<file path="src/assert_macros.svh">
// assertion macros of the rolling hash rtl
// no dependencies; empty bodies when SYNTHESIS is defined
`ifndef ASSERT_MACROS_SVH
`define ASSERT_MACROS_SVH
`ifndef SYNTHESIS
`define RBH_ASSERT(label, clk, rst_n, cond) \
    label: assert property (@(posedge clk) disable iff (!rst_n) (cond)) \
        else $error("rolling hash invariant violated");
`define RBH_ASSERT_NEXT(label, clk, rst_n, ante, cons) \
    label: assert property (@(posedge clk) disable iff (!rst_n) (ante) |=> (cons)) \
        else $error("rolling hash sequence violated");
`else
`define RBH_ASSERT(label, clk, rst_n, cond)
`define RBH_ASSERT_NEXT(label, clk, rst_n, ante, cons)
`endif
`endif

</file>
<file path="src/rbh_pkg.sv">
// shared constants, register indexes and pipeline item type of the rolling hash
// no dependencies
`timescale 1ns / 1ps

package rbh_pkg;

    localparam int DEF_MAX_WINDOW = 1024;
    localparam int DEF_HASH_WIDTH = 32;
    localparam int WIN_SIZE_W     = 11;
    localparam int CFG_DATA_W     = 32;
    localparam int CFG_IDX_W      = 1;
    localparam int BYTE_W         = 8;

    // multiplier 17 = (1 << MULT_SHIFT) + 1
    localparam int MULT_SHIFT = 4;

    localparam logic [CFG_IDX_W-1:0] CFG_WINDOW_SIZE = 1'b0;
    localparam logic [CFG_IDX_W-1:0] CFG_HIGH_COEF   = 1'b1;

    typedef struct packed {
        logic              valid;
        logic              fill;
        logic              emit;
        logic              last;
        logic [BYTE_W-1:0] data;
    } t_item;

endpackage

</file>
<file path="src/rbh_roll.sv">
// product stage, hash update loop and output register of the rolling hash
// depends on rbh_pkg
`timescale 1ns / 1ps

module rbh_roll #(
    parameter int HASH_WIDTH = rbh_pkg::DEF_HASH_WIDTH
) (
    input  logic                       i_clk,
    input  logic                       i_rst_n,
    input  logic                       i_adv,
    input  logic                       i_clear,
    input  rbh_pkg::t_item             i_s1,
    input  logic [rbh_pkg::BYTE_W-1:0] i_rd_data,
    input  logic [HASH_WIDTH-1:0]      i_coef,
    output logic                       o_valid,
    output logic [HASH_WIDTH-1:0]      o_key,
    output logic                       o_final
);

    rbh_pkg::t_item        r_s2;
    logic [HASH_WIDTH-1:0] r_prod;
    logic [HASH_WIDTH-1:0] r_hash;
    logic                  r_out_valid;
    logic [HASH_WIDTH-1:0] r_key;
    logic                  r_final;

    logic [HASH_WIDTH-1:0] n_diff;
    logic [HASH_WIDTH-1:0] n_hash;

    always_comb begin
        n_diff = r_hash - r_prod;
        n_hash = (n_diff << rbh_pkg::MULT_SHIFT) + n_diff + HASH_WIDTH'(r_s2.data);
    end

    always_ff @(posedge i_clk) begin
        if (!i_rst_n) begin
            r_s2        <= '0;
            r_out_valid <= 1'b0;
            r_hash      <= '0;
        end else begin
            if (i_adv) begin
                r_s2        <= i_s1;
                r_out_valid <= r_s2.valid && r_s2.emit;
                if (r_s2.valid) begin
                    r_hash <= r_s2.last ? '0 : n_hash;
                end
            end
            if (i_clear) begin
                r_hash <= '0;
            end
        end
    end

    always_ff @(posedge i_clk) begin
        if (i_adv) begin
            // outgoing byte weight; no byte leaves while the window fills
            r_prod  <= i_s1.fill ? '0 : i_coef * HASH_WIDTH'(i_rd_data);
            r_key   <= (n_hash == '1) ? (n_hash >> 1) : n_hash;
            r_final <= r_s2.last;
        end
    end

    assign o_valid = r_out_valid;
    assign o_key   = r_key;
    assign o_final = r_final;

endmodule

</file>
<file path="config.mk">
export PLATFORM = sky130hd
export DESIGN_NAME = rbh_roll
export DESIGN_NICKNAME = d
export VERILOG_FILES = /design/src/assert_macros.svh /design/src/rbh_pkg.sv /design/src/rbh_roll.sv
export SDC_FILE = /design/constraint.sdc
export NUM_CORES = 1
export LEC_CHECK = 0
export BUFFER_PORTS_ARGS = -buffer_cell sky130_fd_sc_hd__buf_2
export CORE_MARGIN = 2
export CORE_UTILIZATION = 35
export CTS_CLUSTER_DIAMETER = 50
export DETAILED_ROUTE_END_ITERATION = 8
export PLACE_DENSITY = 0.56
export SLEW_MARGIN = 25
export SYNTH_ARGS = -nofsm -noshare
export SYNTH_HDL_FRONTEND = slang
export SYNTH_SLANG_ARGS = --single-unit
</file>
<file path="constraint.sdc">
create_clock -name i_clk -period 11.2 [get_ports i_clk]
set_clock_uncertainty 0.1 [all_clocks]
set_input_delay 1.12 -clock i_clk [delete_from_list [all_inputs] [get_ports i_clk]]
set_output_delay 1.12 -clock i_clk [all_outputs]
set_load 0.05 [all_outputs]
</file>
# After elaboration in Yosys (flattened, before gate mapping)
# Cells that the tools add are included.
# totals
ff_bits,109
input_bits,56
out_inout_bits,34
wordCells,21
# classes
addsub,3
n_mul,1
n_eq_ne,1
n_mux,2
bitwise,1
n_reduce_logical,3
# ops
cell,count
adder 32 bit,1
adder 32 x 8 -> 32 bit,1
"equality test 32 bit, second input constant",1
multiplier 32 x 8 -> 32 bit,1
two-way mux 32 bit,1
subtractor 32 bit,1
two-way mux 31 bit,1
AND reduction 2 bit,1
OR reduction 2 bit,1
logical AND 1 bit,1
inverter 1 bit,1

# Longest topological paths before layout
# logic_depth
word_depth,5
depth_mapped,27
ltp_nobuf,27

# Worst setup path before layout
# OpenSTA, ideal clock, no wires.
# synth_path
path_type,input to register
from,input i_rd_data[2] in the netlist's numbering
to,"register r_prod[30], data pin"
arrival_ns,5.974
slack_ns,4.860
path_stages,20
path_buffers,2
path_cell_list,clkbuf_1 > clkbuf_1 > and2_1 > fa_1 > inv_1 > fa_1 > fa_1 > fa_1 > inv_1 > ha_1 > o21ai_1 > a21boi_1 > and4_1 > a221o_1 > a221o_1 > o41a_1 > nand4_1 > a32oi_1 > xnor2_1 > nor2_1
# synth_between
elab_chain_cells,1
# synth_lines
item,line_no,source
from (decl),rbh_roll.sv:13,"input logic [rbh_pkg::BYTE_W-1:0] i_rd_data,"
multiplier 32 x 8 -> 32 bit,rbh_roll.sv:57,r_prod <= i_s1.fill ? '0 : i_coef * HASH_WIDTH'(i_rd_data);
to (signal assigned),rbh_roll.sv:57,
to (decl),rbh_roll.sv:21,logic [HASH_WIDTH-1:0] r_prod;
# Every way passes these cells.
# A chain may end at the register's enable or synchronous reset.

# Worst setup path after layout
# layout_path
from,input i_rd_data[5] in the netlist's numbering
to,"register r_prod[30], data pin"
# Same word-level chain as after synthesis.

==> impl_metrics.prom <==
# TYPE chip_impl_metric gauge
chip_impl_metric{name="global_route_met2_usage",unit="%"} 25.9
chip_impl_metric{name="met3_track_demand_over_resource",unit="%"} 1.83
chip_impl_info{name="timing.setup.critical_path_class",value="input port to flop"} 1
chip_impl_metric{name="crit_path_max_incr_delay",unit="ns"} 0.59
chip_impl_metric{name="detailroute.via_count",unit=""} 10100
chip_impl_info{name="result_of_the_run",value="complete, no violations"} 1
chip_impl_metric{name="pin_count_of_the_biggest_net_entering_global_routing",unit=""} 45
chip_impl_metric{name="worstPathRequired",unit="ns"} 11.21
chip_impl_metric{name="timing.critical_path.arrival",unit="ns"} 6.27
chip_impl_metric{name="setup_viol",unit=""} 0
chip_impl_metric{name="post-route-period-util",unit="%"} 55.9
chip_impl_metric{name="worstSkewPairLatency",unit="ns"} 0.37
chip_impl_metric{name="antenna_violating_nets_post_route",unit=""} 0
chip_impl_metric{name="final.fill_count",unit=""} 3986
chip_impl_metric{name="die_area",unit="um2"} 40500
chip_impl_metric{name="max_freq",unit="MHz"} 160
chip_impl_info{name="cpLargestDelayFamily",value="adder cells"} 1
chip_impl_metric{name="whs_path_depth",unit=""} 2
chip_impl_metric{name="grt_pass1_vias",unit=""} 10200
chip_impl_metric{name="totalWireLength",unit="um"} 31900
chip_impl_metric{name="synth_seq_area_share",unit="%"} 20.8
chip_impl_metric{name="grt_pass1_wl",unit="um"} 53800
chip_impl_metric{name="global_route.usage.total",unit="%"} 16.2
chip_impl_metric{name="relSlewSlack",unit="%"} 54.0
chip_impl_info{name="root_buffer",value="sky130_fd_sc_hd__clkbuf_16"} 1
chip_impl_metric{name="cts.clk_slew.worst_paths",unit="ns"} 0.08
chip_impl_metric{name="ctsLongestPathBuffers",unit=""} 2
chip_impl_metric{name="initial_antenna_violation_count",unit=""} 0
chip_impl_metric{name="drive_gt1_share",unit="%"} 8.61
chip_impl_metric{name="number_of_design_rule_violations_left_by_the_first_detailed_router_iteration",unit=""} 466
chip_impl_metric{name="finalWorstPathRequiredPeriod",unit="ns"} 6.26
chip_impl_metric{name="drc_violations_left",unit=""} 0
chip_impl_metric{name="finalHoldViolCount",unit=""} 0
chip_impl_metric{name="crit_path_buf_inv_count",unit=""} 2
chip_impl_info{name="crit_chain",value="buf_2 -> nand2_1 -> fa_1 -> fa_1 -> fa_1 -> fa_1 -> inv_1 -> ha_1 -> o21ai_1 -> a21boi_1 -> and4_1 -> a221o_1 -> a221o_1 -> o41a_1 -> nand4_1 -> a32oi_1 -> xnor2_1 -> nor2_1"} 1
chip_impl_metric{name="area_growth",unit="%"} 9.10
chip_impl_metric{name="design.core.area",unit="um2"} 38600
chip_impl_metric{name="buffer_ports.inserted",unit=""} 89
chip_impl_metric{name="cts_post_setup_buffers_inserted",unit=""} 0
chip_impl_metric{name="grt_remaining_overflow",unit=""} 0
chip_impl_metric{name="ctsHoldBuffers",unit=""} 0
chip_impl_metric{name="timing_worst_slew_pin_value",unit="ns"} 0.690
chip_impl_info{name="grt_setup_unrepaired",value="no"} 1
chip_impl_metric{name="ys_seq_elements",unit=""} 109
chip_impl_metric{name="multi_input_area",unit="um2"} 9950
chip_impl_metric{name="design.final.nets",unit=""} 1868
chip_impl_metric{name="pin_count",unit=""} 90
chip_impl_info{name="critical-path-top-cell-by-count",value="sky130_fd_sc_hd__fa_1"} 1
chip_impl_info{name="grt-busiest-layer",value="met2"} 1
chip_impl_metric{name="synth-edff-count",unit=""} 65
chip_impl_metric{name="post_drt_via_cell_ratio",unit=""} 4.93
chip_impl_metric{name="critical_path_peak_fanout",unit=""} 27
chip_impl_info{name="worst_setup_path_start_kind",value="input port"} 1
chip_impl_metric{name="route.detailed.wl_per_inst",unit="um"} 15.5
chip_impl_info{name="crit_path_top_delay_cell",value="sky130_fd_sc_hd__fa_1"} 1
chip_impl_metric{name="max_slew_violation_total_from_the_final_report",unit=""} 0
chip_impl_metric{name="diodes",unit=""} 0
chip_impl_metric{name="synthArstFlopShare",unit="%"} 0
chip_impl_metric{name="drv_cap",unit=""} 0
chip_impl_metric{name="layout.area.seq",unit="um2"} 2830
chip_impl_metric{name="synth.cell_area",unit="um2"} 13600
chip_impl_metric{name="avgSynthCellArea",unit="um2"} 9.26
chip_impl_metric{name="cts_made_buffers",unit=""} 9
chip_impl_metric{name="cts-htree-levels",unit=""} 3
chip_impl_info{name="worstHoldPathType",value="flop to flop"} 1
chip_impl_metric{name="resized_gates_after_cts",unit=""} 0
chip_impl_metric{name="cts.sink_count",unit=""} 109
chip_impl_metric{name="critical_path_cell_count",unit=""} 18
chip_impl_metric{name="dieWidth",unit="um"} 201
chip_impl_metric{name="post_synth_inst_count",unit=""} 1471
chip_impl_metric{name="synth_fp_nets",unit=""} 1811
chip_impl_info{name="postSynth.topFlopCell",value="sky130_fd_sc_hd__edfxtp_1"} 1
chip_impl_metric{name="firstDrtPassIters",unit=""} 5
chip_impl_metric{name="yosys.cell_types.count",unit=""} 65
chip_impl_metric{name="die_h",unit="um"} 201
chip_impl_info{name="end_kind",value="flop"} 1
chip_impl_metric{name="dp_hpwl",unit="um"} 25600
chip_impl_metric{name="setup_total_negative_slack",unit="ns"} 0
chip_impl_metric{name="initial_core_util",unit="%"} 35.3
chip_impl_metric{name="yosys_warnings",unit=""} 0
chip_impl_info{name="tritoncts",value="yes"} 1
chip_impl_metric{name="gr-usage-met1",unit="%"} 24.0
chip_impl_metric{name="routabilityCongestion",unit=""} 0.856
chip_impl_metric{name="reg2reg_depth",unit=""} 26
chip_impl_metric{name="num_rows",unit=""} 72
per-stage QoR:
stage / hold slack (ns) / setup WS [ns] / util (%) / instances / area (um2)
after floorplan: 0.348 / 4.86 / - / 1471 / 13600
after global placement: 0.362 / 4.57 / 37.8 / 2035 / 14600
after CTS: 0.386 / 4.89 / 38.5 / 2051 / 14900
final: 0.386 / 4.94 / 38.5 / 2051 / 14900
after global routing: 0.428 / 4.61 / 38.5 / 2051 / 14900
after detailed placement: 0.374 / 4.50 / 37.8 / 2035 / 14600
sequential cells by signal (all words and copies together), names as in the netlist:
register  flops
o_final       1
o_key        32
o_valid       1
r_hash       32
r_prod       32
r_s2         11
worst register-to-register path, cell delays in order, from the launching register on:
cell	delay, ns
sky130_fd_sc_hd__dfxtp_1	0.32
sky130_fd_sc_hd__inv_1	0.05
sky130_fd_sc_hd__ha_1	0.14
sky130_fd_sc_hd__inv_1	0.05
sky130_fd_sc_hd__fa_1	0.42
sky130_fd_sc_hd__a211oi_1	0.26
sky130_fd_sc_hd__o21ai_1	0.17
sky130_fd_sc_hd__o2111ai_1	0.27
sky130_fd_sc_hd__a21oi_1	0.16
sky130_fd_sc_hd__o21ai_0	0.17
sky130_fd_sc_hd__nand2b_1	0.10
sky130_fd_sc_hd__nand4_1	0.10
sky130_fd_sc_hd__nand2_1	0.06
sky130_fd_sc_hd__a21oi_1	0.17
sky130_fd_sc_hd__xnor2_1	0.26
sky130_fd_sc_hd__ha_1	0.33
sky130_fd_sc_hd__ha_1	0.35
sky130_fd_sc_hd__and3_1	0.23
sky130_fd_sc_hd__a31o_2	0.27
sky130_fd_sc_hd__a2111oi_4	0.44
sky130_fd_sc_hd__a21oi_2	0.17
sky130_fd_sc_hd__a41o_1	0.28
sky130_fd_sc_hd__o41a_1	0.35
sky130_fd_sc_hd__xor2_2	0.24
sky130_fd_sc_hd__nand3_1	0.10
sky130_fd_sc_hd__nor2_1	0.13
sky130_fd_sc_hd__a41oi_2	0.14
cell usage in the layout (no fill, tap or decap), types with 6 or more instances in the layout:
| cell type | count |
|---|---|
| sky130_fd_sc_hd__fa_1 | 162 |
| sky130_fd_sc_hd__a21o_1 | 37 |
| sky130_fd_sc_hd__o21ai_1 | 11 |
| sky130_fd_sc_hd__nor2b_1 | 25 |
| sky130_fd_sc_hd__a211oi_1 | 7 |
| sky130_fd_sc_hd__a21oi_1 | 80 |
| sky130_fd_sc_hd__nor3_1 | 15 |
| sky130_fd_sc_hd__a31oi_1 | 8 |
| sky130_fd_sc_hd__o21bai_1 | 9 |
| sky130_fd_sc_hd__nand3_1 | 16 |
| sky130_fd_sc_hd__and4_1 | 7 |
| sky130_fd_sc_hd__o21a_1 | 14 |
| sky130_fd_sc_hd__nor2_1 | 87 |
| sky130_fd_sc_hd__nand4_1 | 10 |
| sky130_fd_sc_hd__inv_1 | 173 |
| sky130_fd_sc_hd__dfxtp_1 | 44 |
| sky130_fd_sc_hd__nand2_1 | 178 |
| sky130_fd_sc_hd__nand2b_1 | 15 |
| sky130_fd_sc_hd__o21ai_0 | 22 |
| sky130_fd_sc_hd__buf_4 | 6 |
| sky130_fd_sc_hd__clkbuf_16 | 9 |
| sky130_fd_sc_hd__xnor2_1 | 71 |
| sky130_fd_sc_hd__a22oi_1 | 28 |
| sky130_fd_sc_hd__and3_1 | 9 |
| sky130_fd_sc_hd__mux2i_1 | 14 |
| sky130_fd_sc_hd__and2_1 | 100 |
| sky130_fd_sc_hd__ha_1 | 122 |
| sky130_fd_sc_hd__buf_2 | 88 |
| sky130_fd_sc_hd__edfxtp_1 | 65 |
| sky130_fd_sc_hd__xor2_1 | 29 |
cell usage after synthesis (7+ instances only):
cell / n / area share (%)
sky130_fd_sc_hd__nand2_1: 178 / 4.9
sky130_fd_sc_hd__inv_1: 173 / 4.8
sky130_fd_sc_hd__fa_1: 162 / 24
sky130_fd_sc_hd__ha_1: 122 / 11
sky130_fd_sc_hd__and2_1: 100 / 4.6
sky130_fd_sc_hd__nor2_1: 87 / 2.4
sky130_fd_sc_hd__a21oi_1: 80 / 2.9
sky130_fd_sc_hd__xnor2_1: 71 / 4.6
sky130_fd_sc_hd__edfxtp_1: 65 / 14
sky130_fd_sc_hd__clkbuf_1: 45 / 1.2
sky130_fd_sc_hd__dfxtp_1: 44 / 6.5
sky130_fd_sc_hd__a21o_1: 37 / 2.0
sky130_fd_sc_hd__xor2_1: 29 / 1.9
sky130_fd_sc_hd__a22oi_1: 28 / 1.5
sky130_fd_sc_hd__nor2b_1: 25 / 1.1
sky130_fd_sc_hd__o21ai_0: 22 / 0.81
sky130_fd_sc_hd__nand3_1: 16 / 0.59
sky130_fd_sc_hd__nand2b_1: 15 / 0.69
sky130_fd_sc_hd__nor3_1: 15 / 0.55
sky130_fd_sc_hd__mux2i_1: 14 / 1.0
sky130_fd_sc_hd__o21a_1: 14 / 0.77
sky130_fd_sc_hd__o21ai_1: 11 / 0.40
sky130_fd_sc_hd__nand4_1: 10 / 0.46
sky130_fd_sc_hd__and3_1: 9 / 0.41
sky130_fd_sc_hd__o21bai_1: 9 / 0.50
sky130_fd_sc_hd__a31oi_1: 8 / 0.37
sky130_fd_sc_hd__a211oi_1: 7 / 0.39
sky130_fd_sc_hd__and4_1: 7 / 0.45
cells by family (layout without fill, tap and decap cells):
group                      count (synthesis)  after routing  synth area share, %
AOI/OAI and AO/OA                        262            262                 13.2
xor gates and xnor gates                 102            102                 6.67
adders and majority gates                284            284                 35.0
buffers and inverters                    221            283                 6.10
DFF                                      109            109                 20.8
muxes                                     15             15                 1.13
and+or+nand+nor                          478            478                 17.0
final timing paths:
kind,start,end,slack [ns]
setup reg to reg,r_hash[0]$_SDFFE_PP0P_,o_key[31]$_SDFFCE_PN0P_,5.10
hold reg to reg,o_valid$_SDFFE_PN0P_,o_valid$_SDFFE_PN0P_,0.39
hold / removal,o_valid$_SDFFE_PN0P_,o_valid$_SDFFE_PN0P_,0.39
setup / recovery,i_rd_data[5],r_prod[30]$_SDFFCE_PP0P_,4.94
cell type report:
class | instances | area share, %
flip-flops and latches | 109 | 19.1
inverters | 173 | 4.37
multi-input cells | 1141 | 67.0
clock inverters | 7 | 0.413
repair buffers | 94 | 3.27
well taps | 518 | 4.36
clock buffers | 9 | 1.52
metal layers:
layer / vias up / wire (um)
met5: - / 0
met1: 4872 / 15900
met4: 0 / 230
met3: 16 / 1320
met2: 218 / 14400
li1: 4996 / -
Power is not shown: default switching activity piles up to over one toggle a cycle in this logic, so the estimate is an artifact.
